## config.mk

```make
export PLATFORM = sky130hd
export DESIGN_NAME = dwpd_wheel_front
export DESIGN_NICKNAME = d
export VERILOG_FILES = /design/src/rtl/dwpd_pkg.sv /design/src/rtl/dwpd_wheel_front.sv
export SDC_FILE = /design/constraint.sdc
export NUM_CORES = 1
export LEC_CHECK = 0
export ABC_AREA = 1
export BUFFER_PORTS_ARGS = -buffer_cell sky130_fd_sc_hd__buf_2
export CORE_MARGIN = 2
export CORE_UTILIZATION = 45
export DETAILED_ROUTE_END_ITERATION = 16
export SLEW_MARGIN = 20
export SYNTH_ARGS = -nofsm -noshare
export SYNTH_HDL_FRONTEND = slang
export SYNTH_SLANG_ARGS = --single-unit
```

## constraint.sdc

```tcl
create_clock -name vclk -period 12.7
set_input_delay 2.54 -clock vclk [all_inputs]
set_output_delay 2.54 -clock vclk [all_outputs]
set_load 0.01 [all_outputs]
```

## src/rtl/dwpd_pkg.sv

```systemverilog
`default_nettype none
// ----------------------------------------------------------------------------
// dwpd_pkg
// Shared widths, register indexes and types for the dual wheel PD
// velocity unit.
// ----------------------------------------------------------------------------
package dwpd_pkg;

    localparam int VALUE_BITS    = 16;
    localparam int FRACTION_BITS = 8;
    localparam int GAIN_BITS     = 16;

    // derived arithmetic widths
    localparam int ERR_BITS   = VALUE_BITS + 1;
    localparam int DELTA_BITS = VALUE_BITS + 2;
    localparam int GS_BITS    = GAIN_BITS + 1;          // gain with zero sign bit
    localparam int PP_BITS    = GS_BITS + ERR_BITS;
    localparam int PD_BITS    = GS_BITS + DELTA_BITS;
    localparam int SUM_BITS   = PD_BITS + 1;
    localparam int CMD_BITS   = SUM_BITS - FRACTION_BITS;

    // configuration port
    localparam int CFG_IDX_BITS  = 3;
    localparam int CFG_DATA_BITS = (GAIN_BITS > VALUE_BITS) ? GAIN_BITS : VALUE_BITS;

    localparam logic [CFG_IDX_BITS-1:0] CFG_PROP_GAIN        = 3'd0;
    localparam logic [CFG_IDX_BITS-1:0] CFG_DERIV_GAIN       = 3'd1;
    localparam logic [CFG_IDX_BITS-1:0] CFG_LEFT_LIMIT_HIGH  = 3'd2;
    localparam logic [CFG_IDX_BITS-1:0] CFG_LEFT_LIMIT_LOW   = 3'd3;
    localparam logic [CFG_IDX_BITS-1:0] CFG_RIGHT_LIMIT_HIGH = 3'd4;
    localparam logic [CFG_IDX_BITS-1:0] CFG_RIGHT_LIMIT_LOW  = 3'd5;

    localparam logic [GAIN_BITS-1:0]  PROP_GAIN_RST  = GAIN_BITS'(256);
    localparam logic [GAIN_BITS-1:0]  DERIV_GAIN_RST = '0;
    localparam logic [VALUE_BITS-1:0] LIMIT_HIGH_RST = VALUE_BITS'(25600);
    localparam logic [VALUE_BITS-1:0] LIMIT_LOW_RST  = '0;

    typedef struct packed {
        logic        [GAIN_BITS-1:0]  prop_gain;
        logic        [GAIN_BITS-1:0]  deriv_gain;
        logic signed [VALUE_BITS-1:0] left_limit_high;
        logic signed [VALUE_BITS-1:0] left_limit_low;
        logic signed [VALUE_BITS-1:0] right_limit_high;
        logic signed [VALUE_BITS-1:0] right_limit_low;
    } t_cfg;

    // per-wheel products held between the two halves of the pass
    typedef struct packed {
        logic signed [PP_BITS-1:0] prod_p;
        logic signed [PD_BITS-1:0] prod_d;
    } t_prod;

endpackage
`default_nettype wire

```

## src/rtl/dwpd_wheel_front.sv

```systemverilog
`default_nettype none
// ----------------------------------------------------------------------------
// dwpd_wheel_front
// Error, error change and the two gain products for one wheel.
// ----------------------------------------------------------------------------
module dwpd_wheel_front (
    input  wire logic signed [dwpd_pkg::VALUE_BITS-1:0] i_target,
    input  wire logic signed [dwpd_pkg::VALUE_BITS-1:0] i_measured,
    input  wire logic signed [dwpd_pkg::ERR_BITS-1:0]   i_last_error,
    input  wire logic        [dwpd_pkg::GAIN_BITS-1:0]  i_prop_gain,
    input  wire logic        [dwpd_pkg::GAIN_BITS-1:0]  i_deriv_gain,
    output logic signed      [dwpd_pkg::ERR_BITS-1:0]   o_error,
    output dwpd_pkg::t_prod                              o_prod
);

    logic signed [dwpd_pkg::DELTA_BITS-1:0] delta;
    logic signed [dwpd_pkg::GS_BITS-1:0]    kp_s;
    logic signed [dwpd_pkg::GS_BITS-1:0]    kd_s;

    assign o_error = dwpd_pkg::ERR_BITS'(i_target) - dwpd_pkg::ERR_BITS'(i_measured);
    assign delta   = dwpd_pkg::DELTA_BITS'(o_error) - dwpd_pkg::DELTA_BITS'(i_last_error);

    // gains are unsigned: add a zero sign bit
    assign kp_s = signed'({1'b0, i_prop_gain});
    assign kd_s = signed'({1'b0, i_deriv_gain});

    assign o_prod.prod_p = dwpd_pkg::PP_BITS'(kp_s) * dwpd_pkg::PP_BITS'(o_error);
    assign o_prod.prod_d = dwpd_pkg::PD_BITS'(kd_s) * dwpd_pkg::PD_BITS'(delta);

endmodule
`default_nettype wire

```

Word-level counts from Yosys, hierarchy flattened
Index checks and enable logic that the tools add are counted.
{"block": "totals", "regBits": 0, "inputBits": 81, "word_cells": 4}
{"block": "op_classes", "add_sub_neg": 2, "mul": 2}
{"operator": "multiplier 17 x 18 -> 35 bit", "count": 1}
{"operator": "multiplier 17 x 17 -> 34 bit", "count": 1}
{"operator": "subtractor 17 x 17 -> 18 bit", "count": 1}
{"operator": "subtractor 16 x 16 -> 17 bit", "count": 1}

Depth between registers and ports, before layout
{"block": "depth", "ltp_word": 3, "mapped_depth": 47, "ltp_nobuf": 46}

Worst setup path before layout
Ideal clock, no wire load.
{"block": "synth_path", "kind": "input to output", "startpoint": "input port i_target[0] (netlist name)", "endpoint": "output port o_prod[34] (netlist name)", "arrival_ns": 10.003, "slack_ns": 0.157, "cell_stages": 39, "cell_sequence": "inv_1 > ha_1 > fa_1 > inv_1 > nand3_1 > nand2_1 > nand3_1 > nand3_2 > xor2_1 > ha_1 > a21oi_1 > a21oi_1 > nor2_1 > nand3_1 > nand2_1 > nand2_2 > nor2_1 > fa_1 > [... 3 more ...] > or2_2 > nand2_1 > o21ai_0 > fa_1 > fa_1 > inv_1 > fa_1 > inv_1 > ha_1 > nand2_1 > inv_1 > nand2_1 > nor3_1 > and2_1 > nand2_1 > nand2_1 > nand2_1 > nand2_1"}
{"item": "start, declared", "line_no": "dwpd_wheel_front.sv:7", "source": "input wire logic signed [dwpd_pkg::VALUE_BITS-1:0] i_target,"}
{"item": "end, declared", "line_no": "dwpd_wheel_front.sv:13", "source": "output dwpd_pkg::t_prod o_prod"}

==> flow_metrics.py <==
metrics = {
    "timing": {
        "fin_crit_sh_pct": 97.2,
        "slew_viol_final": 0,
        "slew-limit-headroom_pct": 48.1,
        "tightest_slew_ps": 777,
        "finalHoldViolations": 0,
        "finalSetupViolations": 0,
        "period_minus_slack_ps": 12350,
        "fin_setup_tns_ps": 0,
        "max_freq_ghz": 0.0810,
    },
    "setup_path": {
        "worst_ep_required_time_ps": 10160,
        "crit_path_max_fanout": 7,
        "critical-path-max-stage-delay_ps": 520,
        "startpoint_type": "primary input",
        "critPathSlowestCell": "fa_1",
        "worst_ep_arrival_time_ps": 9810,
        "critPathCaptureType": "output pin",
        "path_class": "primary input to output pin",
    },
    "final_layout": {
        "nFillCells": 5116,
        "regArea_um2": 0,
        "layout.nets": 4446,
        "layout-drive-gt1-share_pct": 19.7,
        "area_growth_syn_to_layout_pct": 19.5,
        "diodes": 0,
        "final_area_um2": 28500,
        "clockBufferCount": 0,
        "seq_cells": 0,
    },
    "die": {
        "rows": 84,
        "die_w_um": 234,
        "die_area_um2": 54800,
        "core_um2": 52400,
        "initial_core_util_pct": 45.4,
        "fp.dieH_um": 234,
        "ios": 167,
    },
    "synth": {
        "syn-cell-area_um2": 23800,
        "ys_types": 41,
        "seq_area_frac_synth_pct": 0,
        "ys_top_cells_by_count": "inv_1, nand2_1, fa_1",
        "yosysTopAreaCellShare_pct": 41.8,
        "synthCells": 3254,
        "syn_area_per_cell_um2": 7.32,
        "yosysMostFrequentCell": "inv_1",
        "yosysTopAreaCell": "fa_1",
        "syn_nets": 4084,
        "yosys_warnings": 0,
        "synth.area.top_cells": "fa_1, inv_1, ha_1",
    },
    "detailed_routing": {
        "drt.antenna.violating_nets": 0,
        "dr.pass1.iters": 5,
        "drc_errors": 0,
        "detail_route.iter0.violations": 1602,
        "via_count": 21800,
        "vias_per_cell": 5.06,
        "routed_wl_um": 74900,
        "wl_per_cell_um": 17.4,
    },
    "global_routing": {
        "grt_start_max_net_pins": 19,
        "antenna_found_initial": 1,
        "grt_pass1_wl_um": 119000,
        "grt_remaining_overflow": 0,
        "grt_pass1_vias": 22100,
        "grt.total_usage_pct": 28.1,
    },
    "place": {
        "io_buffers": 167,
        "gp_congestion": 0.943,
        "dp_hpwl_um": 64100,
        "place_area_um2": 27000,
    },
    "min_path": {
        "holdPathStages": 4,
        "holdCritStartpoint": "i_deriv_gain[0]",
        "hold_path_end": "o_prod[0]",
        "hold_class": "primary input to output pin",
    },
    "job": {
        "cap_violations": 0,
    },
    "run_status": {
        "status": "finished, final reports clean",
    },
    "clocking": {
        "hold_buffers": 0,
    },
}
through the flow:
step / util (%) / worst slack, ps / cells / hold WS [ps]
after floorplan: - / 157 / 3254 / 5230
after global placement: 51.5 / -167 / 4273 / 5670
after detailed placement: 51.5 / -204 / 4273 / 5670
after CTS: 51.6 / -1.55 / 4275 / 5680
after global routing: 54.3 / -54.1 / 4302 / 5730
final: 54.3 / 350 / 4302 / 5680
cells in the final DEF (no fill, tap or decap), drive strengths merged:
cell type  instances
a21o               3
fa               498
nand4             23
nand2b             1
clkbuf             1
buf              442
xor2              39
a31oi              1
or2               13
clkinv             9
inv              856
o21ai             27
nor4               1
o21bai            16
nor3              18
and2              10
nand3            285
a21oi             77
nor3b              2
o211ai             1
nand3b            10
xnor2             14
ha               251
nor2             350
nand2            666
routing by layer:
layer / up-vias / track usage, % / wire, um
li1: 10300 / - / -
met1: 10600 / 41.4 / 34600
met2: 790 / 44.0 / 32700
met3: 96 / 5.19 / 6340
met4: 2 / 4.00 / 1220
met5: - / 0 / 13
layout make-up:
| cell class | count | area [um2] | share of cell area, % |
|---|---|---|---|
| inverter | 865 | 3250 | 11.4 |
| tap | 688 | 861 | 3.02 |
| timing repair buffer | 443 | 3040 | 10.7 |
| multi-input combinational | 2306 | 21300 | 74.9 |
how the worst max path moves through the flow:
stage	from	to	slack (ps)	cells after the start
after detailed placement	i_target[6]	o_prod[28]	-200	38
after global placement	i_measured[4]	o_prod[28]	-170	41
after CTS	i_target[0]	o_prod[34]	-2	43
final	i_measured[3]	o_prod[25]	350	41
after global routing	i_target[0]	o_prod[26]	-50	44
after floorplan	i_target[0]	o_prod[34]	160	39
critical path: cells and delay by family:
family,cells,cell delay [ps]
xor gates and xnor gates,1,140
and+or+nand+nor,16,1710
AOI/OAI and AO/OA,3,590
adders and majority gates,9,3760
buffers and inverters,12,1040
timing repair:
| action | 4_1_cts | 5_1_grt |
|---|---|---|
| gates cloned | 0 | 2 |
| resized for setup | 12 | 269 |
| endpoints found under the setup margin | 13 | 25 |
| pin swaps | 5 | 74 |
| setup buffers | 2 | 25 |
cells by family after synthesis:
| family | Yosys count | share of synthesized area [%] |
|---|---|---|
| buffers and inverters | 948 | 15.5 |
| AOI/OAI and AO/OA | 125 | 2.90 |
| adders and majority gates | 749 | 55.0 |
| xor gates and xnor gates | 53 | 2.01 |
| and+or+nand+nor | 1379 | 24.6 |
Power is not shown: default switching activity piles up to over one toggle a cycle in this logic, so the estimate is an artifact.
