--- src/rtl/dwpd_pkg.sv ---
`default_nettype none
// ----------------------------------------------------------------------------
// dwpd_pkg
// Shared widths, register indexes and types for the dual wheel PD
// velocity unit.
// ----------------------------------------------------------------------------
package dwpd_pkg;

    localparam int VALUE_BITS    = 16;
    localparam int FRACTION_BITS = 8;
    localparam int GAIN_BITS     = 16;

    // derived arithmetic widths
    localparam int ERR_BITS   = VALUE_BITS + 1;
    localparam int DELTA_BITS = VALUE_BITS + 2;
    localparam int GS_BITS    = GAIN_BITS + 1;          // gain with zero sign bit
    localparam int PP_BITS    = GS_BITS + ERR_BITS;
    localparam int PD_BITS    = GS_BITS + DELTA_BITS;
    localparam int SUM_BITS   = PD_BITS + 1;
    localparam int CMD_BITS   = SUM_BITS - FRACTION_BITS;

    // configuration port
    localparam int CFG_IDX_BITS  = 3;
    localparam int CFG_DATA_BITS = (GAIN_BITS > VALUE_BITS) ? GAIN_BITS : VALUE_BITS;

    localparam logic [CFG_IDX_BITS-1:0] CFG_PROP_GAIN        = 3'd0;
    localparam logic [CFG_IDX_BITS-1:0] CFG_DERIV_GAIN       = 3'd1;
    localparam logic [CFG_IDX_BITS-1:0] CFG_LEFT_LIMIT_HIGH  = 3'd2;
    localparam logic [CFG_IDX_BITS-1:0] CFG_LEFT_LIMIT_LOW   = 3'd3;
    localparam logic [CFG_IDX_BITS-1:0] CFG_RIGHT_LIMIT_HIGH = 3'd4;
    localparam logic [CFG_IDX_BITS-1:0] CFG_RIGHT_LIMIT_LOW  = 3'd5;

    localparam logic [GAIN_BITS-1:0]  PROP_GAIN_RST  = GAIN_BITS'(256);
    localparam logic [GAIN_BITS-1:0]  DERIV_GAIN_RST = '0;
    localparam logic [VALUE_BITS-1:0] LIMIT_HIGH_RST = VALUE_BITS'(25600);
    localparam logic [VALUE_BITS-1:0] LIMIT_LOW_RST  = '0;

    typedef struct packed {
        logic        [GAIN_BITS-1:0]  prop_gain;
        logic        [GAIN_BITS-1:0]  deriv_gain;
        logic signed [VALUE_BITS-1:0] left_limit_high;
        logic signed [VALUE_BITS-1:0] left_limit_low;
        logic signed [VALUE_BITS-1:0] right_limit_high;
        logic signed [VALUE_BITS-1:0] right_limit_low;
    } t_cfg;

    // per-wheel products held between the two halves of the pass
    typedef struct packed {
        logic signed [PP_BITS-1:0] prod_p;
        logic signed [PD_BITS-1:0] prod_d;
    } t_prod;

endpackage
`default_nettype wire

--- src/rtl/dwpd_wheel_back.sv ---
`default_nettype none
// ----------------------------------------------------------------------------
// dwpd_wheel_back
// Sum, floor shift and high-then-low clamp for one wheel.
// ----------------------------------------------------------------------------
module dwpd_wheel_back (
    input  wire dwpd_pkg::t_prod                         i_prod,
    input  wire logic signed [dwpd_pkg::VALUE_BITS-1:0] i_limit_high,
    input  wire logic signed [dwpd_pkg::VALUE_BITS-1:0] i_limit_low,
    output logic signed      [dwpd_pkg::VALUE_BITS-1:0] o_command
);

    logic signed [dwpd_pkg::SUM_BITS-1:0] sum;
    logic signed [dwpd_pkg::SUM_BITS-1:0] shifted;
    logic signed [dwpd_pkg::CMD_BITS-1:0] cmd;
    logic signed [dwpd_pkg::CMD_BITS-1:0] hi_x;
    logic signed [dwpd_pkg::CMD_BITS-1:0] lo_x;
    logic signed [dwpd_pkg::CMD_BITS-1:0] clamped;

    assign sum     = dwpd_pkg::SUM_BITS'(i_prod.prod_p) + dwpd_pkg::SUM_BITS'(i_prod.prod_d);
    assign shifted = sum >>> dwpd_pkg::FRACTION_BITS;     // floor
    assign cmd     = shifted[dwpd_pkg::CMD_BITS-1:0];
    assign hi_x    = dwpd_pkg::CMD_BITS'(i_limit_high);
    assign lo_x    = dwpd_pkg::CMD_BITS'(i_limit_low);

    // low limit wins when the limits are crossed
    always_comb begin
        clamped = cmd;
        if (clamped > hi_x) begin
            clamped = hi_x;
        end
        if (clamped < lo_x) begin
            clamped = lo_x;
        end
    end

    assign o_command = clamped[dwpd_pkg::VALUE_BITS-1:0];

endmodule
`default_nettype wire

--- config.mk ---
export PLATFORM = sky130hd
export DESIGN_NAME = dwpd_wheel_back
export DESIGN_NICKNAME = d
export VERILOG_FILES = /design/src/rtl/dwpd_pkg.sv /design/src/rtl/dwpd_wheel_back.sv
export SDC_FILE = /design/constraint.sdc
export NUM_CORES = 1
export LEC_CHECK = 0
export ABC_AREA = 1
export BUFFER_PORTS_ARGS = -buffer_cell sky130_fd_sc_hd__buf_4
export CORE_ASPECT_RATIO = 1.25
export CORE_UTILIZATION = 28
export DETAILED_ROUTE_END_ITERATION = 7
export GPL_TIMING_DRIVEN = 0
export PLACE_DENSITY_LB_ADDON = 0.15
export RECOVER_POWER = 25
export SLEW_MARGIN = 5
export SYNTH_ARGS = -nofsm -noshare
export SYNTH_HDL_FRONTEND = slang
export SYNTH_SLANG_ARGS = --single-unit
--- constraint.sdc ---
create_clock -name vclk -period 7.9
set_input_delay 0.395 -clock vclk [all_inputs]
set_output_delay 0.395 -clock vclk [all_outputs]
set_load 0.02 [all_outputs]
# After elaboration in Yosys (flattened, before gate mapping)

Cells that the tools add are included.

Order comparisons: 2
Add/subtract/negate cells: 1
Muxes and demuxes: 2

Operator list:

| kind                                                    | number |
|---|---|
| 34-bit by 35-bit adder with 36-bit output               | 1 |
| 28-bit by 16-bit > comparator with 1-bit output         | 1 |
| 28-bit by 16-bit less-than comparator with 1-bit output | 1 |
| 28-bit 2-to-1 mux                                       | 1 |
| 16-bit 2-to-1 mux                                       | 1 |

Input port bits: 101
Output and inout port bits: 16
Word-level logic and storage cells: 5
Bits in registers: 0

# Logic depth before layout (Yosys ltp)

Depth after elaboration: 5
Mapped depth: 47
Gate-level depth less buffers: 45

# Worst setup path after synthesis

OpenSTA, ideal clock, no wires.

Path kind: input-to-output
Start: input port i_prod[4] in the netlist's numbering
End: output port o_command[10] in the netlist's numbering
Stages on the path: 45
Data required time: 7505 ps
Arrival: 5290 ps
Setup slack: 2215 ps
Path buffers: 2
Path through: ha_1 nand2_1 nor2_1 nand2_1 nand3_1 nand2_1 nand2_1 nand3_1 nand2_1 nand3_1 nand2_1 a31oi_1 o21ai_0 nand3_1 nand2_1 nand2_1 nand2_1 inv_1 (+9 left out) inv_1 clkbuf_1 o21ai_0 inv_1 ha_1 nand2_1 inv_1 nand3_1 nor3_1 nand2_1 nor4b_1 nand2_2 nand2_2 nand2_4 nand2_4 buf_6 nand2_1 nand2_1

Word-level cells in the longest chain between the ends: 5

RTL lines:

| what                                                    | RTL line              | source |
|---|---|---|
| start: declaration                                      | dwpd_wheel_back.sv:7  | `input wire dwpd_pkg::t_prod i_prod,` |
| 34-bit by 35-bit adder with 36-bit output (*)           | dwpd_wheel_back.sv:20 | `assign sum = dwpd_pkg::SUM_BITS'(i_prod.prod_p) + dwpd_pkg::SUM_BITS'(i_prod.prod_d);` |
| 28-bit by 16-bit > comparator with 1-bit output         | dwpd_wheel_back.sv:29 | `if (clamped > hi_x) begin` |
| 28-bit 2-to-1 mux (*)                                   | dwpd_wheel_back.sv:29 |  |
| 28-bit by 16-bit less-than comparator with 1-bit output | dwpd_wheel_back.sv:32 | `if (clamped < lo_x) begin` |
| 16-bit 2-to-1 mux (*)                                   | dwpd_wheel_back.sv:32 |  |
| end: declaration                                        | dwpd_wheel_back.sv:10 | `output logic signed [dwpd_pkg::VALUE_BITS-1:0] o_command` |

Mark *: on every way between the ends. The rest lies on a longest branch, timed or not.

# Worst setup path after layout

Start: input port i_prod[1] in the netlist's numbering
End: output port o_command[12] in the netlist's numbering

Same word-level chain as after synthesis.

==> metrics.md <==
| Metric | Value |
|---|---|
| Slew at the pin with the worst max-slew slack | `0.4798 ns` |
| Setup tns final | `0 ns` |
| Relative slew slack | `68.01%` |
| Number of cells upsized or downsized after cts | `0` |
| Compound-gate portion of the synthesized area | `19.23%` |
| Initial core utilization | `28.94%` |
| Most used cell, CP | `sky130_fd_sc_hd__nand2_1` |
| Global-route wire length before repair | `18,550 µm` |
| Launch instance of the worst min-delay path | `i_limit_low[9]` |
| End of the worst hold path | `o_command[9]` |
| Post-layout net count | `951` |
| Max-cap violation count | `0` |
| Hold depth | `4` |
| Number of nets produced by synthesis | `832` |
| Post-Synth Simple-Gate Area | `33.82%` |
| Type of element launching the critical path | `input pin` |
| Critical-path maximum fanout | `10` |
| Number of remaining DRC errors | `0` |
| Vias in the first global route | `~4,200` |
| Total Die Area | `0.01374 mm²` |
| Placeable core region | `0.01283 mm²` |
| Power Dens Cells | `about 180 mW/mm²` |
| Warnings from Yosys | `0` |
| Min-delay worst type | `in -> out` |
| Total of endpoints with negative setup slack in the final report | `0` |
| Critical-path cell with the highest stage delay | `sky130_fd_sc_hd__clkbuf_1` |
| Hold Fails Final Rpt | `0` |
| Instance count of the mapped netlist | `642` |
| Outcome | `complete, no violations` |
| Critical Path End Type | `output pin` |
| Count of unique library cells instantiated by Yosys | `40` |
| Syn-to-layout area delta | `29.24%` |
| Number of diodes added for antenna fixing | `0` |
| Storage element area | `0 µm²` |
| Syn Area/Cell | `5.786 µm²` |
| Leakage power | `0.002752 µW` |
| Post-CTS Hold Buffers | `0` |
| Number of port buffers | `117` |
| Fin. max-slew vios | `0` |
| Total power of the final layout | `a little under 900 µW` |
| Global-route total usage across every layer | `15.97%` |
| Data required, critical path | `7.51 ns` |
| Kind of critical path | `in -> out` |
| Width of the die | `between 100 and 150 µm` |
| Clock buffer count | `0` |
| Min Hold Slack | `1.093 ns` |
| Sum of overflow across all layers after global routing | `0` |
| Setup repair bufs after CTS | `0` |
| First-pass DRT Iterations | `4` |
| Total Routed Length | `10,990 µm` |
| Peak per-stage delay on the critical path | `~0.40 ns` |
| Sequential cell count | `0` |
| Period minus WS final | `approximately 7 ns` |
| Setup repair after global routing missed its margin | `false` |
| Mux share of post-synthesis cell area | `0%` |
| Routability congestion estimate from global placement | `0.8338` |
| Routed length per instance | `11.86 µm` |
| Std cell rows | `46` |
| Via count normalized by instance count | `4.676` |
| Fmax | `around 140 MHz` |
| Share of layout cells above drive strength 1 | `17.92%` |
| Antenna-violating nets left | `0` |
| Xor/xnor share of the synthesized area | `5.658%` |
| Peak ir drop on the vdd network | `0.1224 mV` |
| Arrival time worst endpoint | `6.50 ns` |
| Portion of the post-synthesis area used by sequential elements | `0%` |
| Maximum number of pins on one net before global-route repair | `14` |
| Number of antenna violations at the first check in global routing | `0` |
| Detail Placement HPWL | `10,130 µm` |
| Num ports | `117` |
| DR vias | `~4,300` |
| First DRT Iteration DRCs | `83` |
| Number of fill cells in the layout | `1,408` |
| Combinational family with the most area after synthesis | `simple AND/OR/NAND/NOR gates` |
| Post-Synth Adder-Cell Area | `29.98%` |
| Final critical-path share of the clock period | `87.33%` |
| Area of the mapped netlist | `0.003715 mm²` |
| Die extent in y | `130.8 µm` |
final cells by class:
cell class	instances	area [µm²]	area share, %
plain buffers	8	45.04	0.9382
multi-input cells	534	3292	68.57
well taps	168	210.2	4.378
repair buffers	117	878.3	18.30
inverters	100	375.4	7.819
how the worst max path moves through the flow:
stage,slack [ns],start,depth (start not counted),endpoint
2_1_floorplan,2.22,i_prod[4],45,o_command[10]
6_report,1.00,i_prod[1],45,o_command[12]
3_3_place_gp,0.97,i_prod[1],47,o_command[5]
3_5_place_dp,0.93,i_prod[1],49,o_command[12]
5_1_grt,0.17,i_prod[1],49,o_command[9]
4_1_cts,0.93,i_prod[1],49,o_command[12]
cells in the final DEF, fill, tap and decap left out, types with 2 or more instances in the layout:
cell and n:
sky130_fd_sc_hd__nand3_4 2, sky130_fd_sc_hd__nand3_1 30, sky130_fd_sc_hd__nand2_4 2, sky130_fd_sc_hd__o221ai_1 2, sky130_fd_sc_hd__o2111ai_1 2, sky130_fd_sc_hd__o21ai_1 4, sky130_fd_sc_hd__xnor2_1 7, sky130_fd_sc_hd__clkbuf_1 5
sky130_fd_sc_hd__o221a_2 2, sky130_fd_sc_hd__nand3b_1 3, sky130_fd_sc_hd__o21ai_0 39, sky130_fd_sc_hd__inv_2 2, sky130_fd_sc_hd__nor2_1 47, sky130_fd_sc_hd__nand2_2 3, sky130_fd_sc_hd__a21oi_1 55, sky130_fd_sc_hd__o21a_1 2
sky130_fd_sc_hd__xor2_1 17, sky130_fd_sc_hd__nand2_1 190, sky130_fd_sc_hd__inv_1 98, sky130_fd_sc_hd__buf_4 119, sky130_fd_sc_hd__a31oi_1 6, sky130_fd_sc_hd__a211oi_1 3, sky130_fd_sc_hd__o21bai_1 4, sky130_fd_sc_hd__ha_1 89
sky130_fd_sc_hd__nor3_1 3, sky130_fd_sc_hd__a21o_1 6, sky130_fd_sc_hd__nand4_1 5
logic make-up (layout without fill, tap and decap cells):
logic type,Yosys count,count (layout)
AO/OA/AOI/OAI,127,127
XOR/XNOR,24,24
adder cells (fa/ha/maj),89,89
buffers and inverters,108,225
AND/OR/NAND/NOR,294,294
per-stage QoR:
step | cells | worst slack [ns] | cell area, µm² | util [%]
after detailed placement | 927 | 0.9334 | 4803 | 37.42
after global placement | 927 | 0.9714 | 4803 | 37.42
after CTS | 927 | 0.9252 | 4803 | 37.42
after floorplan | 642 | 2.215 | 3715 | -
final | 927 | 1.001 | 4801 | 37.41
after global routing | 927 | 0.1690 | 4801 | 37.41
cell usage after synthesis, drive strengths merged:
master / n / area [µm²]
a211oi: 3 / 22.52
a21o: 6 / 45.04
a21oi: 55 / 275.3
a31o: 1 / 8.760
a31oi: 6 / 37.54
and2: 1 / 6.260
and3: 1 / 6.260
buf: 4 / 30.02
clkbuf: 4 / 15.01
ha: 89 / 1114
inv: 100 / 375.4
nand2: 195 / 757.0
nand3: 33 / 195.2
nand3b: 3 / 22.52
nand4: 5 / 31.28
nor2: 48 / 182.7
nor3: 3 / 15.01
nor3b: 1 / 12.51
nor4: 1 / 6.260
nor4b: 1 / 8.760
o2111ai: 2 / 17.52
o211ai: 1 / 7.510
o21a: 2 / 15.01
o21ai: 43 / 215.2
o21bai: 4 / 30.03
o221a: 2 / 22.52
o221ai: 2 / 17.52
or2: 2 / 12.52
xnor2: 7 / 61.31
xor2: 17 / 148.9
per-layer routing:
layer	global-route usage [%]	vias up	routed length [µm]
met5	0	-	0
met4	1.077	0	65
met3	0.6448	4	357
met2	31.09	101	5269
met1	20.30	1870	5300
li1	-	2360	-
report_power, final:
part | switching (µW) | internal (µW) | total (µW)
registers | 0 | 0 | 0
clock network | 0 | 0 | 0
logic | 520 | 354 | 874
critical path: cells and delay by family:
kind | cells | cell delay, ns
adders and majority gates | 3 | 0.85
xor gates and xnor gates | 1 | 0.23
AOI/OAI and AO/OA | 9 | 1.73
buffers and inverters | 5 | 0.81
and+or+nand+nor | 27 | 2.44
No activity file was read; power rests on OpenSTA's default activity.
