==> src/rtl/dwpd_pkg.sv <==
`default_nettype none
// ----------------------------------------------------------------------------
// dwpd_pkg
// Shared widths, register indexes and types for the dual wheel PD
// velocity unit.
// ----------------------------------------------------------------------------
package dwpd_pkg;

    localparam int VALUE_BITS    = 16;
    localparam int FRACTION_BITS = 8;
    localparam int GAIN_BITS     = 16;

    // derived arithmetic widths
    localparam int ERR_BITS   = VALUE_BITS + 1;
    localparam int DELTA_BITS = VALUE_BITS + 2;
    localparam int GS_BITS    = GAIN_BITS + 1;          // gain with zero sign bit
    localparam int PP_BITS    = GS_BITS + ERR_BITS;
    localparam int PD_BITS    = GS_BITS + DELTA_BITS;
    localparam int SUM_BITS   = PD_BITS + 1;
    localparam int CMD_BITS   = SUM_BITS - FRACTION_BITS;

    // configuration port
    localparam int CFG_IDX_BITS  = 3;
    localparam int CFG_DATA_BITS = (GAIN_BITS > VALUE_BITS) ? GAIN_BITS : VALUE_BITS;

    localparam logic [CFG_IDX_BITS-1:0] CFG_PROP_GAIN        = 3'd0;
    localparam logic [CFG_IDX_BITS-1:0] CFG_DERIV_GAIN       = 3'd1;
    localparam logic [CFG_IDX_BITS-1:0] CFG_LEFT_LIMIT_HIGH  = 3'd2;
    localparam logic [CFG_IDX_BITS-1:0] CFG_LEFT_LIMIT_LOW   = 3'd3;
    localparam logic [CFG_IDX_BITS-1:0] CFG_RIGHT_LIMIT_HIGH = 3'd4;
    localparam logic [CFG_IDX_BITS-1:0] CFG_RIGHT_LIMIT_LOW  = 3'd5;

    localparam logic [GAIN_BITS-1:0]  PROP_GAIN_RST  = GAIN_BITS'(256);
    localparam logic [GAIN_BITS-1:0]  DERIV_GAIN_RST = '0;
    localparam logic [VALUE_BITS-1:0] LIMIT_HIGH_RST = VALUE_BITS'(25600);
    localparam logic [VALUE_BITS-1:0] LIMIT_LOW_RST  = '0;

    typedef struct packed {
        logic        [GAIN_BITS-1:0]  prop_gain;
        logic        [GAIN_BITS-1:0]  deriv_gain;
        logic signed [VALUE_BITS-1:0] left_limit_high;
        logic signed [VALUE_BITS-1:0] left_limit_low;
        logic signed [VALUE_BITS-1:0] right_limit_high;
        logic signed [VALUE_BITS-1:0] right_limit_low;
    } t_cfg;

    // per-wheel products held between the two halves of the pass
    typedef struct packed {
        logic signed [PP_BITS-1:0] prod_p;
        logic signed [PD_BITS-1:0] prod_d;
    } t_prod;

endpackage
`default_nettype wire

==> src/rtl/dwpd_cfg_regs.sv <==
`default_nettype none
// ----------------------------------------------------------------------------
// dwpd_cfg_regs
// Gain and limit registers behind the plain write port.
// ----------------------------------------------------------------------------
module dwpd_cfg_regs (
    input  wire logic                                i_clk,
    input  wire logic                                i_rst_n,
    input  wire logic                                i_cfg_wen,
    input  wire logic [dwpd_pkg::CFG_IDX_BITS-1:0]  i_cfg_index,
    input  wire logic [dwpd_pkg::CFG_DATA_BITS-1:0] i_cfg_data,
    output dwpd_pkg::t_cfg                           o_cfg
);

    dwpd_pkg::t_cfg r_cfg;

    always_ff @(posedge i_clk) begin
        if (!i_rst_n) begin
            r_cfg.prop_gain        <= dwpd_pkg::PROP_GAIN_RST;
            r_cfg.deriv_gain       <= dwpd_pkg::DERIV_GAIN_RST;
            r_cfg.left_limit_high  <= dwpd_pkg::LIMIT_HIGH_RST;
            r_cfg.left_limit_low   <= dwpd_pkg::LIMIT_LOW_RST;
            r_cfg.right_limit_high <= dwpd_pkg::LIMIT_HIGH_RST;
            r_cfg.right_limit_low  <= dwpd_pkg::LIMIT_LOW_RST;
        end else if (i_cfg_wen) begin
            unique case (i_cfg_index)
                dwpd_pkg::CFG_PROP_GAIN: begin
                    r_cfg.prop_gain <= i_cfg_data[dwpd_pkg::GAIN_BITS-1:0];
                end
                dwpd_pkg::CFG_DERIV_GAIN: begin
                    r_cfg.deriv_gain <= i_cfg_data[dwpd_pkg::GAIN_BITS-1:0];
                end
                dwpd_pkg::CFG_LEFT_LIMIT_HIGH: begin
                    r_cfg.left_limit_high <= i_cfg_data[dwpd_pkg::VALUE_BITS-1:0];
                end
                dwpd_pkg::CFG_LEFT_LIMIT_LOW: begin
                    r_cfg.left_limit_low <= i_cfg_data[dwpd_pkg::VALUE_BITS-1:0];
                end
                dwpd_pkg::CFG_RIGHT_LIMIT_HIGH: begin
                    r_cfg.right_limit_high <= i_cfg_data[dwpd_pkg::VALUE_BITS-1:0];
                end
                dwpd_pkg::CFG_RIGHT_LIMIT_LOW: begin
                    r_cfg.right_limit_low <= i_cfg_data[dwpd_pkg::VALUE_BITS-1:0];
                end
                default: begin
                    // unused indexes are ignored
                end
            endcase
        end
    end

    assign o_cfg = r_cfg;

endmodule
`default_nettype wire

==> config.mk <==
export PLATFORM = sky130hd
export DESIGN_NAME = dwpd_cfg_regs
export DESIGN_NICKNAME = d
export VERILOG_FILES = /design/src/rtl/dwpd_pkg.sv /design/src/rtl/dwpd_cfg_regs.sv
export SDC_FILE = /design/constraint.sdc
export NUM_CORES = 1
export LEC_CHECK = 0
export ABC_AREA = 0
export BUFFER_PORTS_ARGS = -buffer_cell sky130_fd_sc_hd__buf_2
export CAP_MARGIN = 20
export CELL_PAD_IN_SITES_DETAIL_PLACEMENT = 1
export CELL_PAD_IN_SITES_GLOBAL_PLACEMENT = 2
export CORE_MARGIN = 2
export CORE_UTILIZATION = 30
export DETAILED_ROUTE_END_ITERATION = 7
export GPL_ROUTABILITY_DRIVEN = 0
export PLACE_DENSITY_LB_ADDON = 0.1
export SKIP_CTS_REPAIR_TIMING = 1
export SLEW_MARGIN = 10
export SYNTH_ARGS = -nofsm -noshare
export SYNTH_HDL_FRONTEND = slang
export SYNTH_SLANG_ARGS = --single-unit
==> constraint.sdc <==
create_clock -name i_clk -period 1.7 [get_ports i_clk]
set_clock_uncertainty 0.15 [all_clocks]
set_input_delay 0.34 -clock i_clk [delete_from_list [all_inputs] [get_ports i_clk]]
set_output_delay 0.34 -clock i_clk [all_outputs]
set_load 0.01 [all_outputs]
Word level (Yosys, flattened, before mapping)
Index checks and enable logic that the tools add are counted.

word-level totals
  bits in registers = 96
  bits of input ports = 22
  output and inout port bits = 96
  word-level logic and storage cells = 18

cells by class
  reduce and logical (&&, ||, !) cells = 7
  equal/unequal tests = 5

operators by type and width
  kind                                                  number
  AND reduction 2 bit                                   6
  equality test 3 x 2 -> 1 bit (second input constant)  2
  equality test 3 bit (second input constant)           2
  equality test 3 x 1 -> 1 bit (second input constant)  1
  logical NOT 3 bit                                     1

Longest topological paths before layout
Gate-level depths: netlist (run 1).

  depth in word-level cells = 2
  gate-level depth with buffers = 5
  depth with buffers taken out = 2

Worst setup path after synthesis (run 1)
No wires, ideal clock.

  kind = in2reg
  start point = in i_cfg_index[1] in the netlist's numbering
  end point = reg r_cfg, in the netlist o_cfg[80]
  slack = 0.160 ns
  setup time = 0.123 ns
  required time = 1.427 ns
  data arrival time = 1.267 ns
  stages = 4
  path buffers = 2
  cells stage by stage = or4b_1 -> buf_6 -> buf_12 -> mux2i_1

between the ends
  longest elaborated chain between the ends = 2

ends and longest elaborated chain
  element                               line                 source
  start: declaration                    dwpd_cfg_regs.sv:10  input wire logic [dwpd_pkg::CFG_IDX_BITS-1:0] i_cfg_index,
  logical NOT 3 bit                     dwpd_cfg_regs.sv:26  unique case (i_cfg_index)
  AND reduction 2 bit (no source line)  -
  end: declaration                      dwpd_cfg_regs.sv:15  dwpd_pkg::t_cfg r_cfg;

Every way passes these cells.
A chain may end at the register's enable or synchronous reset.

Worst setup path in the final report (run 1)
  start point = reg r_cfg, in the netlist o_cfg[67]
  end point = out o_cfg[67] in the netlist's numbering

RTL lines
  element           line                 source
  end: declaration  dwpd_cfg_regs.sv:12  output dwpd_pkg::t_cfg o_cfg

No word-level cell between the ends.

==> impl.org, run 1 <==
** Final layout
- Ant. Diodes :: 0
- With fillers left out, the area of the finished cells amounts to 0.00473 mm².
- Share of cells above drive strength 1 :: 0.330
- Flip-flop count of the largest register, all copies and words added :: 96
- Final #Nets :: 487
- Layout-stage area growth over the synthesis result :: 33.3%
- Number of non-filler instances in the completed layout :: between 600 and 700

** Setup path
- Ordered cell list for the critical path :: buf_2
- Buffers and inverters on the worst path :: 1
- Cell class contributing the biggest share of worst-path delay :: flip-flops
- Endpoint kind of the worst setup timing path :: output port
- Startpoint kind of the worst setup timing path :: flop
- Of all nets on the critical path, the largest fanout is 2.
- Critical Setup Path Class :: reg -> out
- Number of gates on the worst path with buffers counted :: 1
- Crit Reg-Reg Startpoint :: o_cfg[89]$_SDFFE_PN0P_
- Required time worst endpoint :: 1.21 ns
- Counting cells, the worst reg-to-reg path comes to 2.
- Crit. Startpoint :: o_cfg[67]$_SDFFE_PN0P_
- For this run, the slowest stage of the critical path takes 0.36 ns.
- On the critical path, the stage with the largest delay is an instance of sky130_fd_sc_hd__dfxtp_1.
- For the worst setup path, the data arrival time is 0.85 ns.

** Power and ir drop
- Leakage :: 2.55 nW
- Final Total Pwr :: about 4.9 mW
- Power per Cell Area :: 1030 mW/mm²
- Peak supply drop :: 432 µV

** Placed design
- Total instance count after detailed placement :: a little under 600
- Number of input and output port buffers inserted :: between 100 and 150
- Post-DP HPWL :: ~7300 µm
- The placed instances occupy a cell area of 0.00441 mm².
- OpenSTA, run right after detailed placement, puts the worst setup slack at 0.0592 ns.

** Floorplanning
- In this run the count of I/O pins placed on the die edge is 118.
- The floorplan step set the die height to 113 µm.
- The die is 113 µm wide.
- The initialized floorplan defines 39 standard-cell rows.
- Initial core utilization :: 0.310
- Core area :: 0.0115 mm²
- The die covers between 0.01 and 0.015 mm².

** Synth
- The synthesized design contains 0 enable-type register cells.
- Summed over all instances, the cell type with the most area after synthesis is sky130_fd_sc_hd__dfxtp_1.
- Area share of the largest cell type after synthesis :: 0.541
- Cell with the most instances after synthesis :: sky130_fd_sc_hd__nand2_1
- Total number of yosys warnings :: 0
- When the netlist entered floorplanning its net count stood at around 360.
- Most instantiated flip-flop cell in the synthesis netlist :: sky130_fd_sc_hd__dfxtp_1
- Post-synth cell types :: 14
- Seq cells post-synth :: 96
- For this run, the register share of the synthesized area comes to 0.541.
- Post-Syn Instances :: 340
- After synthesis, the most frequently instantiated cells are sky130_fd_sc_hd__nand2_1 (105), sky130_fd_sc_hd__dfxtp_1 (96), sky130_fd_sc_hd__mux2i_1 (96).
- Mean Syn Cell Area :: approximately 10 µm²
- Post-synth ARST share :: 0
- Sorting the synthesized cells by area gives the leading types as sky130_fd_sc_hd__dfxtp_1 (54%), sky130_fd_sc_hd__mux2i_1 (27%), sky130_fd_sc_hd__nand2_1 (11%).
- The mapped netlist covers 0.00355 mm².

** Drt
- Detail-routed net length per standard cell :: 16.6 µm
- Detailed Route WL :: 10100 µm
- Post-DRT Antenna Nets :: 0
- Detailed routing inserted a total of 2823 vias.
- Iter 0 DRT Violations :: about 110
- Length of the first detailed-routing pass in iterations :: 3
- Dividing the detail-routed via count by the number of cells gives roughly 4.6.
- DRC :: 0

** GRT
- Global-route wire length before repair :: ~16000 µm
- Entering global routing, the biggest net connects 19 pins.
- After global routing the overflow that remains totals 0.
- Via count of the first global-routing pass :: 3058
- For this run, the total global-route usage over all layers was measured as 0.165.
- Antenna violations before repair :: 0

** Timing
- For the finished layout, the period the worst path requires is roughly 1.3 ns.
- Setup repair after global routing left no endpoint under its margin.
- For the pin with the worst max-slew slack, the measured transition is 0.332 ns.
- Measured against its own limit, the worst slew margin works out to 0.778.
- Final number of hold-violating endpoints :: 0
- Final Slew Violations :: 0
- Part of the cycle the worst path needs :: 0.788
- Setup violations remaining at the end of the flow were counted as 0.
- Smallest setup slack after layout :: between 0.3 and 0.4 ns
- Derived from the worst setup path, the maximum achievable clock frequency is 0.747 GHz.
- Final sum of negative setup slack :: 0 ns

** Outcome
- The run finished with clean final reports.

** Clock network
- The longest clock path from root to sink contains 2 buffers.
- CTS H-tree lvls :: 3
- The clock reaches the later pin of the worst-skew pair after 0.34 ns.
- Clk root buf :: sky130_fd_sc_hd__clkbuf_16
- Clock tree synthesis found a total of 96 sinks.
- Number of buffers inserted during clock tree synthesis :: 9
- Clock-pin slew of the registers on the worst-case setup and hold paths :: 0.07 ns
- TritonCTS clock tree :: done

** Min path
- Startpoint of the worst hold path :: i_cfg_data[8]
- Worst min-delay path category :: in -> reg
- Cell depth of the worst min-delay path :: 3

** Job
- Max-cap violations in this run came to 0.
## placed cells by master, fill, tap and decap left out
master	count
sky130_fd_sc_hd__nand4bb_1	2
sky130_fd_sc_hd__nor2b_1	11
sky130_fd_sc_hd__nand2_1	105
sky130_fd_sc_hd__buf_2	116
sky130_fd_sc_hd__nor4bb_1	1
sky130_fd_sc_hd__clkinvlp_4	3
sky130_fd_sc_hd__buf_12	5
sky130_fd_sc_hd__nand4b_1	2
sky130_fd_sc_hd__clkbuf_16	9
sky130_fd_sc_hd__buf_4	18
sky130_fd_sc_hd__inv_6	1
sky130_fd_sc_hd__clkbuf_1	1
sky130_fd_sc_hd__mux2i_1	96
sky130_fd_sc_hd__bufinv_16	2
sky130_fd_sc_hd__dfxtp_1	96
sky130_fd_sc_hd__or4b_1	1
sky130_fd_sc_hd__and4bb_2	1
## per-layer routing
metal | wire length [µm] | track usage
met1 | 4530 | 0.206
met3 | 582 | 0.0445
met5 | 0 | 0
met4 | 149 | 0.0634
met2 | 4880 | 0.272
## cell type report
type	count	area, µm²
multi-input cells	219	1500
fillers	1333	6730
clock buffers	10	229
well taps	143	179
clock inverters	6	91.3
repair buffers	139	816
flip-flops and latches	96	1920
## metrics by stage
stage          hold slack (ns)   util
3_3_place_gp             0.290  0.385
5_1_grt                  0.136  0.413
2_1_floorplan            0.329      -
3_5_place_dp             0.296  0.385
6_report                 0.119  0.413
4_1_cts                  0.109  0.413
## path summary, 6_finish.rpt
check / end / slack [ns]
worst max-delay path: o_cfg[67] / 0.36
worst min-delay path: o_cfg[88]$_SDFFE_PN1P_ / 0.12
worst max register to register: o_cfg[89]$_SDFFE_PN0P_ / 0.91
worst min register to register: o_cfg[5]$_SDFFE_PN0P_ / 0.31
## cell families (layout without fill, tap and decap cells)
kind of cell / count (synthesis) / in the layout / share of synthesized area
buffers and inverters: 25 / 155 / 0.0374
multiplexers: 96 / 96 / 0.271
flip-flops: 96 / 96 / 0.541
AND/OR/NAND/NOR: 123 / 123 / 0.151
## where the power goes
part / total, mW / leakage (nW) / internal (mW) / switching, mW
registers: 2.32 / 0.777 / 2.30 / 0.0253
logic: 0.347 / 1.63 / 0.146 / 0.201
clock network: 2.19 / 0.145 / 1.30 / 0.896
total: 4.86 / 2.55 / 3.74 / 1.12
Note: power is estimated with default switching activity, not from simulation.
==> run 2: changes to the inputs <==
--- a/config.mk
+++ b/config.mk
@@ -5,13 +5,13 @@
 export SDC_FILE = /design/constraint.sdc
 export NUM_CORES = 1
 export LEC_CHECK = 0
-export ABC_AREA = 0
+export ABC_AREA = 1
 export BUFFER_PORTS_ARGS = -buffer_cell sky130_fd_sc_hd__buf_2
 export CAP_MARGIN = 20
 export CELL_PAD_IN_SITES_DETAIL_PLACEMENT = 1
 export CELL_PAD_IN_SITES_GLOBAL_PLACEMENT = 2
 export CORE_MARGIN = 2
-export CORE_UTILIZATION = 30
+export CORE_UTILIZATION = 27
 export DETAILED_ROUTE_END_ITERATION = 7
 export GPL_ROUTABILITY_DRIVEN = 0
 export PLACE_DENSITY_LB_ADDON = 0.1
==> constraint.sdc (replaced) <==
create_clock -name i_clk -period 1.28 [get_ports i_clk]
set_clock_uncertainty 0.15 [all_clocks]
set_input_delay 0.256 -clock i_clk [delete_from_list [all_inputs] [get_ports i_clk]]
set_output_delay 0.256 -clock i_clk [all_outputs]
set_load 0.01 [all_outputs]
==> run 2 against run 1 <==
The flow now finishes with violations (hold timing). Synthesized cell count rose by 61%. Critical path type unchanged. Sequential share of layout area fell by 3.1 points. Register-to-register slack got worse by 0.39 ns. Combinational power rose by 140%. Highest routed layer unchanged. Count of clock-buffer cells in the layout rose by 3. Area after synthesis rose by 7.6%. Non-clock buffer count rose by 2. Worst hold slack got worse by 0.12 ns. Largest cell class unchanged.
==> impl.org, run 2 <==
** Timing
- Worst hold slack across all endpoints :: -0.00274 ns (was 0.119 ns)
- Endpoints failing setup :: 0 (unchanged)
- RSZ-0062 raised after global routing: false (unchanged).
- Worst slew margin relative to its limit :: 0.702 (was 0.778)
- Part of the cycle the worst path needs :: 0.972
- Top achievable clock speed :: 0.803 GHz
- Counting I/O delays and the setup requirement, the final critical path takes 1.24 ns.
- The count of final max-slew check failures is 0 (unchanged).
- The slew of the pin with the lowest slew margin is 0.446 ns (was 0.332 ns).
- Final number of hold-violating endpoints :: 1 (was 0)

** Synth
- Seq cells post-synth :: 96 (unchanged)
- Synth Area in Simple Gates :: 0.433 (was 0.151)
- Post-synth ARST share :: 0 (unchanged)
- Post-synth cell types :: 13 (was 14)
- Area share of xor/xnor cells in the synthesized design :: 0 (unchanged)
- The mapped cell area is 0.00382 mm² (was 0.00355 mm²).
- Sequential element share of the synthesized area :: 0.503 (was 0.541)
- The average instance area after synthesis came to 6.98 µm² (was 10.4 µm²).
- Cell with the most instances after synthesis :: sky130_fd_sc_hd__nor2_1 (was sky130_fd_sc_hd__nand2_1)
- Leading post-synthesis cells by cell area :: sky130_fd_sc_hd__dfxtp_1 (50%), sky130_fd_sc_hd__nor2_1 (18%), sky130_fd_sc_hd__nand3_1 (13%) (was sky130_fd_sc_hd__dfxtp_1 (54%), sky130_fd_sc_hd__mux2i_1 (27%), sky130_fd_sc_hd__nand2_1 (11%))
- List of most frequent post-synthesis cells: sky130_fd_sc_hd__nor2_1 (181), sky130_fd_sc_hd__nand2_1 (111), sky130_fd_sc_hd__dfxtp_1 (96), sky130_fd_sc_hd__nand3_1 (96), sky130_fd_sc_hd__buf_2 (21) (was sky130_fd_sc_hd__nand2_1 (105), sky130_fd_sc_hd__dfxtp_1 (96), sky130_fd_sc_hd__mux2i_1 (96)).
- The Yosys warning count came to 0 (unchanged).
- Area share of the largest cell type after synthesis :: 0.503 (was 0.541)
- The number of enable flip-flop cells after synthesis was 0 (unchanged).
- Share of synthesized area spent on multiplexers :: 0 (was 0.271)
- Synthesized net count :: 570 (was 362)
- The compound-cell area share of the yosys netlist is 0 (unchanged).
- The combinational family with the most area after synthesis is simple AND/OR/NAND/NOR gates (was multiplexers).
- The largest area contributor in the synthesized netlist is sky130_fd_sc_hd__dfxtp_1 (unchanged).
- Most instantiated flip-flop cell in the synthesis netlist :: sky130_fd_sc_hd__dfxtp_1 (unchanged)
- Post-Syn Instances :: 548 (was 340)
- Share of synthesized cell area in full adder, half adder and majority cells :: 0 (unchanged)

** Power and ir drop
- The total power density per cell area came to 1300 mW/mm² (was 1030 mW/mm²).
- The worst vdd rail ir drop is 509 µV (was 432 µV).
- The combinational group share of total power came to 0.123 (was 0.071).
- Internal power summed over all cells :: 5.04 mW (was 3.74 mW)
- Net switching power :: 1.70 mW (was 1.12 mW)
- The clock share of power was 0.409 (was 0.451).
- Leakage :: 2.52 nW (was 2.55 nW)
- Final Total Pwr :: 6.74 mW (was 4.86 mW)
- The sequential fraction of design power came to 0.468 (was 0.478).
- The switching share of total power came to 0.253 (was 0.231).

** Final layout
- Number of non-filler instances in the completed layout :: 851 (was 613)
- The commonest non-fill, non-tap cell in the layout was sky130_fd_sc_hd__nor2_1 (was sky130_fd_sc_hd__buf_2).
- The growth of design area from synthesis to finish is 35.6% (was 33.3%).
- The number of fillers in the final layout came to 1759 (was 1333).
- The share of cells above drive strength 1 came to 0.276 (was 0.330).
- Highest-count cells in the layout ignoring fill and taps :: sky130_fd_sc_hd__nor2_1 (179), sky130_fd_sc_hd__buf_2 (117), sky130_fd_sc_hd__nand2_1 (111), sky130_fd_sc_hd__nand3_1 (96), sky130_fd_sc_hd__dfxtp_1 (79) (was sky130_fd_sc_hd__buf_2 (116), sky130_fd_sc_hd__nand2_1 (105), sky130_fd_sc_hd__mux2i_1 (96), sky130_fd_sc_hd__dfxtp_1 (96), sky130_fd_sc_hd__buf_4 (18))
- The summed area of non-filler cells in the final layout is 0.00518 mm² (was 0.00473 mm²).
- Flip-flop count of the largest register, all copies and words added :: 96 (unchanged)
- Final #Nets :: 688 (was 487)
- Ant. Diodes :: 0 (unchanged)

** Floorplanning
- Top-Level Pins :: 118 (unchanged)
- Die height :: 123 µm (was 113 µm)
- Number of core rows :: 43 (was 39)
- Initial core utilization :: 0.275 (was 0.310)
- The die area is 0.0151 mm² (was 0.0127 mm²).
- Core area :: 0.0139 mm² (was 0.0115 mm²)
- The die outline width was 123 µm (was 113 µm).

** Clock network
- CTS H-tree lvls :: 3 (unchanged)
- TritonCTS clock tree :: done (unchanged)
- The maximum clock path buffer count is 2 (unchanged).
- Clock Sinks :: 96 (unchanged)
- Clk root buf :: sky130_fd_sc_hd__clkbuf_16 (unchanged)
- The TritonCTS buffer count is 9 (unchanged).
- The clock transition time at the flip-flop clock pins of the worst setup and hold paths came to 0.06 ns (was 0.07 ns).
- Clock latency on the worst-skew pair :: 0.34 ns (about the same)

** Drt
- Iter 0 DRT Violations :: 192 (was 107)
- The routed length per placed instance is 15.3 µm (was 16.6 µm).
- The total routed wirelength was 13000 µm (was 10100 µm).
- DRC :: 0 (unchanged)
- Via count :: 3832 (was 2823)
- The via count normalized by instance count is 4.50 (was 4.61).
- Length of the first detailed-routing pass in iterations :: 4 (was 3)
- The number of antenna-violating nets in the routed design came to 0 (unchanged).

** Setup path
- Cell class contributing the biggest share of worst-path delay :: flip-flops (unchanged)
- The data required time at the worst endpoint came to 0.87 ns (was 1.21 ns).
- The delay of the slowest critical-path stage was 0.35 ns (was 0.36 ns).
- Buffers and inverters on the worst path :: 1 (unchanged)
- Critical path arrival :: 0.84 ns (was 0.85 ns)
- Top fanout value on the critical path :: 2 (unchanged)
- Cell type of the slowest stage on the worst timing path :: sky130_fd_sc_hd__dfxtp_1 (unchanged)
- The endpoint class of the critical path is an output port (unchanged).
- The kind of start point of the critical path is a flop (unchanged).
- Critical Setup Path Class :: reg -> out (unchanged)
- Ordered cell list for the critical path: buf_2 (unchanged).

** GRT
- The global-route congestion overflow total is 0 (unchanged).
- The number of global-route vias before repair is 3739 (was 3058).
- Pin count of the biggest net entering global routing :: 50 (was 19)
- Antenna violations before repair :: 0 (unchanged)
- The wire length of the first global-routing pass was 20200 µm (was 16200 µm).
- Tot GR Track Use :: 0.179 (was 0.165)

** Placed design
- Number of input and output port buffers inserted :: 117 (unchanged)
- Total instance count after detailed placement :: 835 (was 597)
- The post-place instance area was 0.00486 mm² (was 0.00441 mm²).
- Post-DP HPWL :: 9100 µm (was 7330 µm)

** Job
- Max-cap viol count :: 0 (unchanged)

** Min path
- The class of the worst hold path is in -> reg (unchanged).

** Outcome
- The checks that failed: hold timing.
- Status: finished, violations left (was finished, final reports clean).
-- run 2: changes by cell type after synthesis, moves of 11 or more --
cell / before / now
sky130_fd_sc_hd__nand3_1: 0 / 96
sky130_fd_sc_hd__mux2i_1: 96 / 0
sky130_fd_sc_hd__nor2_1: 0 / 181
sky130_fd_sc_hd__buf_2: 9 / 21
sky130_fd_sc_hd__inv_1: 0 / 19
sky130_fd_sc_hd__nor2b_1: 11 / 0
-- run 2: power by group through the flow --
| stage | Sequential, mW | Combinational (mW) | Clock (mW) |
|---|---|---|---|
| 2_1_floorplan | 3.26 | 0.397 | 0 |
| 3_3_place_gp | 3.22 | 0.837 | 0 |
| 3_5_place_dp | 3.22 | 0.849 | 0 |
| 4_1_cts | 3.15 | 0.850 | 2.87 |
| 5_1_grt | 3.16 | 0.939 | 2.96 |
| 6_report | 3.15 | 0.833 | 2.76 |
-- run 2: cell type report --
type	count	area, µm²	share of cell area
Clock buffer	13	260	0.0502
Clock inverter	3	40.0	0.00772
Inverter	22	82.6	0.0159
Multi-Input combinational cell	396	1670	0.322
Sequential cell	96	1940	0.375
Tap cell	180	225	0.0434
Timing Repair Buffer	141	966	0.186
-- run 2: per-layer routing --
layer  vias to the layer above  share of wire  GRT usage
li1                       1944              -          -
met1                      1795           0.48      0.236
met2                        83           0.47      0.291
met3                        10          0.046     0.0341
met4                         0          0.013     0.0689
met5                         -              0          0
-- run 2: final timing paths --
path         depth (start not counted)  slack (ns)              startpoint                     end
max reg2reg                          2        0.52  o_cfg[95]$_SDFFE_PN0P_  o_cfg[95]$_SDFFE_PN0P_
max                                  1        0.04  o_cfg[74]$_SDFFE_PN0P_               o_cfg[74]
min reg2reg                          2        0.32  o_cfg[30]$_SDFFE_PN1P_  o_cfg[30]$_SDFFE_PN1P_
min                                  3      -0.003           i_cfg_data[8]  o_cfg[88]$_SDFFE_PN1P_
-- run 2: metrics by stage --
step / TNS (ns) / utilization / worst slack (ns)
6_report: 0 / 0.373 / 0.0352
5_1_grt: 0 / 0.373 / 0.000543
4_1_cts: -0.0322 / 0.372 / -0.0126
3_5_place_dp: -8.10 / 0.350 / -0.167
3_3_place_gp: -5.75 / 0.350 / -0.119
2_1_floorplan: 0 / - / 0.0863
-- run 2: logic make-up (layout without fill, tap and decap cells) --
logic type | after synthesis | after routing
flops | 96 | 96
simple gates | 396 | 396
buf+inv | 56 | 179
==> run 3: changes to the inputs <==
--- a/config.mk
+++ b/config.mk
@@ -15,8 +15,8 @@
 export DETAILED_ROUTE_END_ITERATION = 7
 export GPL_ROUTABILITY_DRIVEN = 0
 export PLACE_DENSITY_LB_ADDON = 0.1
+export REMOVE_ABC_BUFFERS = 1
 export SKIP_CTS_REPAIR_TIMING = 1
-export SLEW_MARGIN = 10
 export SYNTH_ARGS = -nofsm -noshare
 export SYNTH_HDL_FRONTEND = slang
 export SYNTH_SLANG_ARGS = --single-unit
==> run 3 against run 2 <==
The run now ends clean. Core utilization shrank 0.38 points. Via count decreased by 0.34%. Worst setup slack worse by 0.014 ns. Flip-flop and latch count unchanged. Sequential share of layout area rose by 0.31 points. Die area did not move. Cell area decreased by 1.0%. Combinational power is 0.6% higher. Maximum frequency is 1.1% lower.
==> impl.org, run 3 (same netlist as run 2, synthesis figures left out) <==
** Outcome
- Status: finished, final reports clean (was finished, violations left).

** Drt
- The routed length per placed instance was 15.8 µm (was 15.3 µm).
- Iter 0 DRT Violations :: 160 (was 192)
- The via count normalized by instance count was 4.51 (was 4.50).
- The number of DRC violations after detailed routing came to 0 (unchanged).
- The number of antenna-violating nets in the routed design was 0 (unchanged).
- The total iterations of the first detailed-routing run was 4 (unchanged).
- Detailed Route WL :: 13400 µm (was 13000 µm)
- The vias after detailed routing came to 3819 (was 3832).

** Timing
- The period utilization was 0.984 (was 0.972).
- The final setup violation count came to 0 (unchanged).
- Final Slew Violations :: 0 (unchanged)
- The highest clock rate was 0.794 GHz (was 0.803 GHz).
- The slew of the pin with the lowest slew margin was 0.445 ns (was 0.446 ns).
- Worst slew margin relative to its limit :: 0.702 (about the same)
- The minimum period implied by the final worst setup slack came to 1.26 ns (was 1.24 ns).
- Final sum of negative setup slack :: 0 ns (unchanged)
- Final number of hold-violating endpoints :: 0 (was 1)
- Worst hold slack across all endpoints :: 0.00510 ns (was -0.00274 ns)

** Setup path
- The endpoint class of the critical path is an output port (unchanged).
- The total number of cells along the worst setup path is 1 (unchanged).
- The data required time at the worst endpoint came to 0.87 ns (about the same).
- The buffer and inverter count on the worst path is 1 (unchanged).
- Critical Setup Path Class :: reg -> out (unchanged)
- Ordered cell list for the critical path: buf_2 (unchanged).
- The kind of start point of the critical path is a flop (unchanged).
- The minimum setup slack among reg-to-reg paths came to 0.53 ns (was 0.52 ns).
- The arrival time at the worst endpoint came to 0.85 ns (was 0.84 ns).
- The endpoint of the lowest-slack register-to-register path is o_cfg[5]$_SDFFE_PN0P_ (was o_cfg[95]$_SDFFE_PN0P_).
- The largest fanout on the critical path was 2 (unchanged).
- Cells on worst reg2reg path :: 2 (unchanged)
- Cell class contributing the biggest share of worst-path delay :: flip-flops (unchanged)
- Cell type of the slowest stage on the worst timing path :: sky130_fd_sc_hd__dfxtp_1 (unchanged)
- Crit Reg-Reg Startpoint :: o_cfg[5]$_SDFFE_PN0P_ (was o_cfg[95]$_SDFFE_PN0P_)
- The delay of the slowest critical-path stage came to 0.36 ns (was 0.35 ns).

** Job
- Max-cap viol count :: 0 (unchanged)

** Final layout
- Highest-count cells in the layout ignoring fill and taps :: sky130_fd_sc_hd__nor2_1 (179), sky130_fd_sc_hd__buf_2 (117), sky130_fd_sc_hd__nand2_1 (111), sky130_fd_sc_hd__nand3_1 (96), sky130_fd_sc_hd__dfxtp_1 (82) (was sky130_fd_sc_hd__nor2_1 (179), sky130_fd_sc_hd__buf_2 (117), sky130_fd_sc_hd__nand2_1 (111), sky130_fd_sc_hd__nand3_1 (96), sky130_fd_sc_hd__dfxtp_1 (79))
- The number of fillers in the final layout is 1777 (was 1759).
- Share of cells above drive strength 1 :: 0.267 (was 0.276)
- Ant. Diodes :: 0 (unchanged)
- Final #Nets :: 686 (was 688)
- Layout-stage area growth over the synthesis result :: 34.2% (was 35.6%)
- Leading cell type in the layout, fill and taps excluded :: sky130_fd_sc_hd__nor2_1 (unchanged)
- The flip-flop count of the largest register, all copies and words added is 96 (unchanged).

** GRT
- The number of global-route vias before repair is 3654 (was 3739).
- The number of antenna violations at the first check in global routing was 0 (unchanged).
- Pin count of the biggest net entering global routing :: 53 (was 50)
- Global-route wire length before repair :: 20300 µm (was 20200 µm)
- The global-route congestion overflow total was 0 (unchanged).
- Tot GR Track Use :: 0.183 (was 0.179)

** Floorplanning
- The number of top-level pins is 118 (unchanged).
- The starting utilization of the core area was 0.275 (unchanged).
- Die span in x :: 123 µm (unchanged)
- Die area :: 0.0151 mm² (unchanged)
- The count of standard-cell rows was 43 (unchanged).
- The placeable core area is 0.0139 mm² (unchanged).
- The y dimension of the die was 123 µm (unchanged).

** Min path
- End point of the most critical hold path :: o_cfg[30]$_SDFFE_PN1P_ (was o_cfg[88]$_SDFFE_PN1P_)
- The startpoint of the worst hold path is i_cfg_data[14] (was i_cfg_data[8]).
- The class of the worst hold path is in -> reg (unchanged).
- The number of stages on the worst hold path came to 3 (unchanged).

** Clock network
- The clock tree from TritonCTS was done (unchanged).
- The total number of H-tree levels is 3 (unchanged).
- Number of buffers inserted during clock tree synthesis :: 9 (unchanged)
- The clock latency of the later-clocked register in the worst-skew pair is 0.34 ns (about the same).
- The root buffer cell was sky130_fd_sc_hd__clkbuf_16 (unchanged).
- Worst-case clock buffer depth :: 2 (unchanged)
- Clock-pin slew of the registers on the worst-case setup and hold paths :: 0.07 ns (was 0.06 ns)
- Clock Sinks :: 96 (unchanged)

** Power and ir drop
- The total power density per cell area was 1290 mW/mm² (was 1300 mW/mm²).
- The worst vdd rail ir drop came to 595 µV (was 509 µV).
- The static leakage came to 2.49 nW (was 2.52 nW).

** Placed design
- The quantity of I/O buffers inserted on ports came to 117 (unchanged).
- Post-DP HPWL :: 8840 µm (was 9100 µm)
==> run 3: cell count changes in the layout (fill, tap and decap cells not counted), sizes merged <==
cell	change
buf	-3
clkbuf	-3
clkinvlp	+1
dlygate4sd3	+1
==> run 3: stage by stage <==
stage | utilization | worst slack [ns] | total power, mW | instances | cell area [µm²]
4_1_cts | 0.368 | -0.0212 | 6.74 | 846 | 5100
3_5_place_dp | 0.348 | -0.202 | 4.07 | 832 | 4830
2_1_floorplan | - | -0.763 | 3.60 | 514 | 3660
6_report | 0.370 | 0.0209 | 6.64 | 847 | 5130
3_3_place_gp | 0.348 | -0.123 | 4.05 | 832 | 4830
5_1_grt | 0.370 | -0.0111 | 6.95 | 847 | 5130
==> run 3: power breakdown <==
group	switching [mW]	total, mW	leakage (nW)	internal, mW
Combinational	0.515	0.838	1.57	0.324
Clock	1.16	2.65	0.134	1.49
Sequential	0.0573	3.15	0.787	3.09
==> run 3: worst max-delay path by stage <==
stage                                start                endpoint  slack (ns)
floorplan                        i_cfg_wen  o_cfg[58]$_SDFFE_PN1P_       -0.76
global placement            i_cfg_index[0]  o_cfg[85]$_SDFFE_PN0P_       -0.12
detailed placement          i_cfg_index[0]  o_cfg[91]$_SDFFE_PN0P_       -0.20
CTS                 o_cfg[19]$_SDFFE_PN0P_               o_cfg[19]       -0.02
global route        o_cfg[18]$_SDFFE_PN0P_               o_cfg[18]       -0.01
finish              o_cfg[89]$_SDFFE_PN0P_               o_cfg[89]        0.02
==> run 3: final cells by class <==
cell class,instances,area (µm²),share of cell area
Sequential cell,96,1940,0.378
Multi-Input combinational cell,396,1670,0.325
Timing Repair Buffer,139,941,0.183
Clock buffer,10,229,0.0446
Tap cell,180,225,0.0439
Inverter,22,82.6,0.0161
Clock inverter,4,47.5,0.00927
==> run 3: metal layers <==
metal,up-vias,track usage,part of all wire
met2,69,0.306,0.49
met4,0,0.0810,0.022
met5,-,0,0
li1,1931,-,-
met3,15,0.0263,0.033
met1,1804,0.235,0.46
==> run 3: worst reg2reg max path, stage by stage, from the launching register on <==
cell and delay, ns:
sky130_fd_sc_hd__dfxtp_1 0.35, sky130_fd_sc_hd__nor2_1 0.05, sky130_fd_sc_hd__nor2_1 0.13
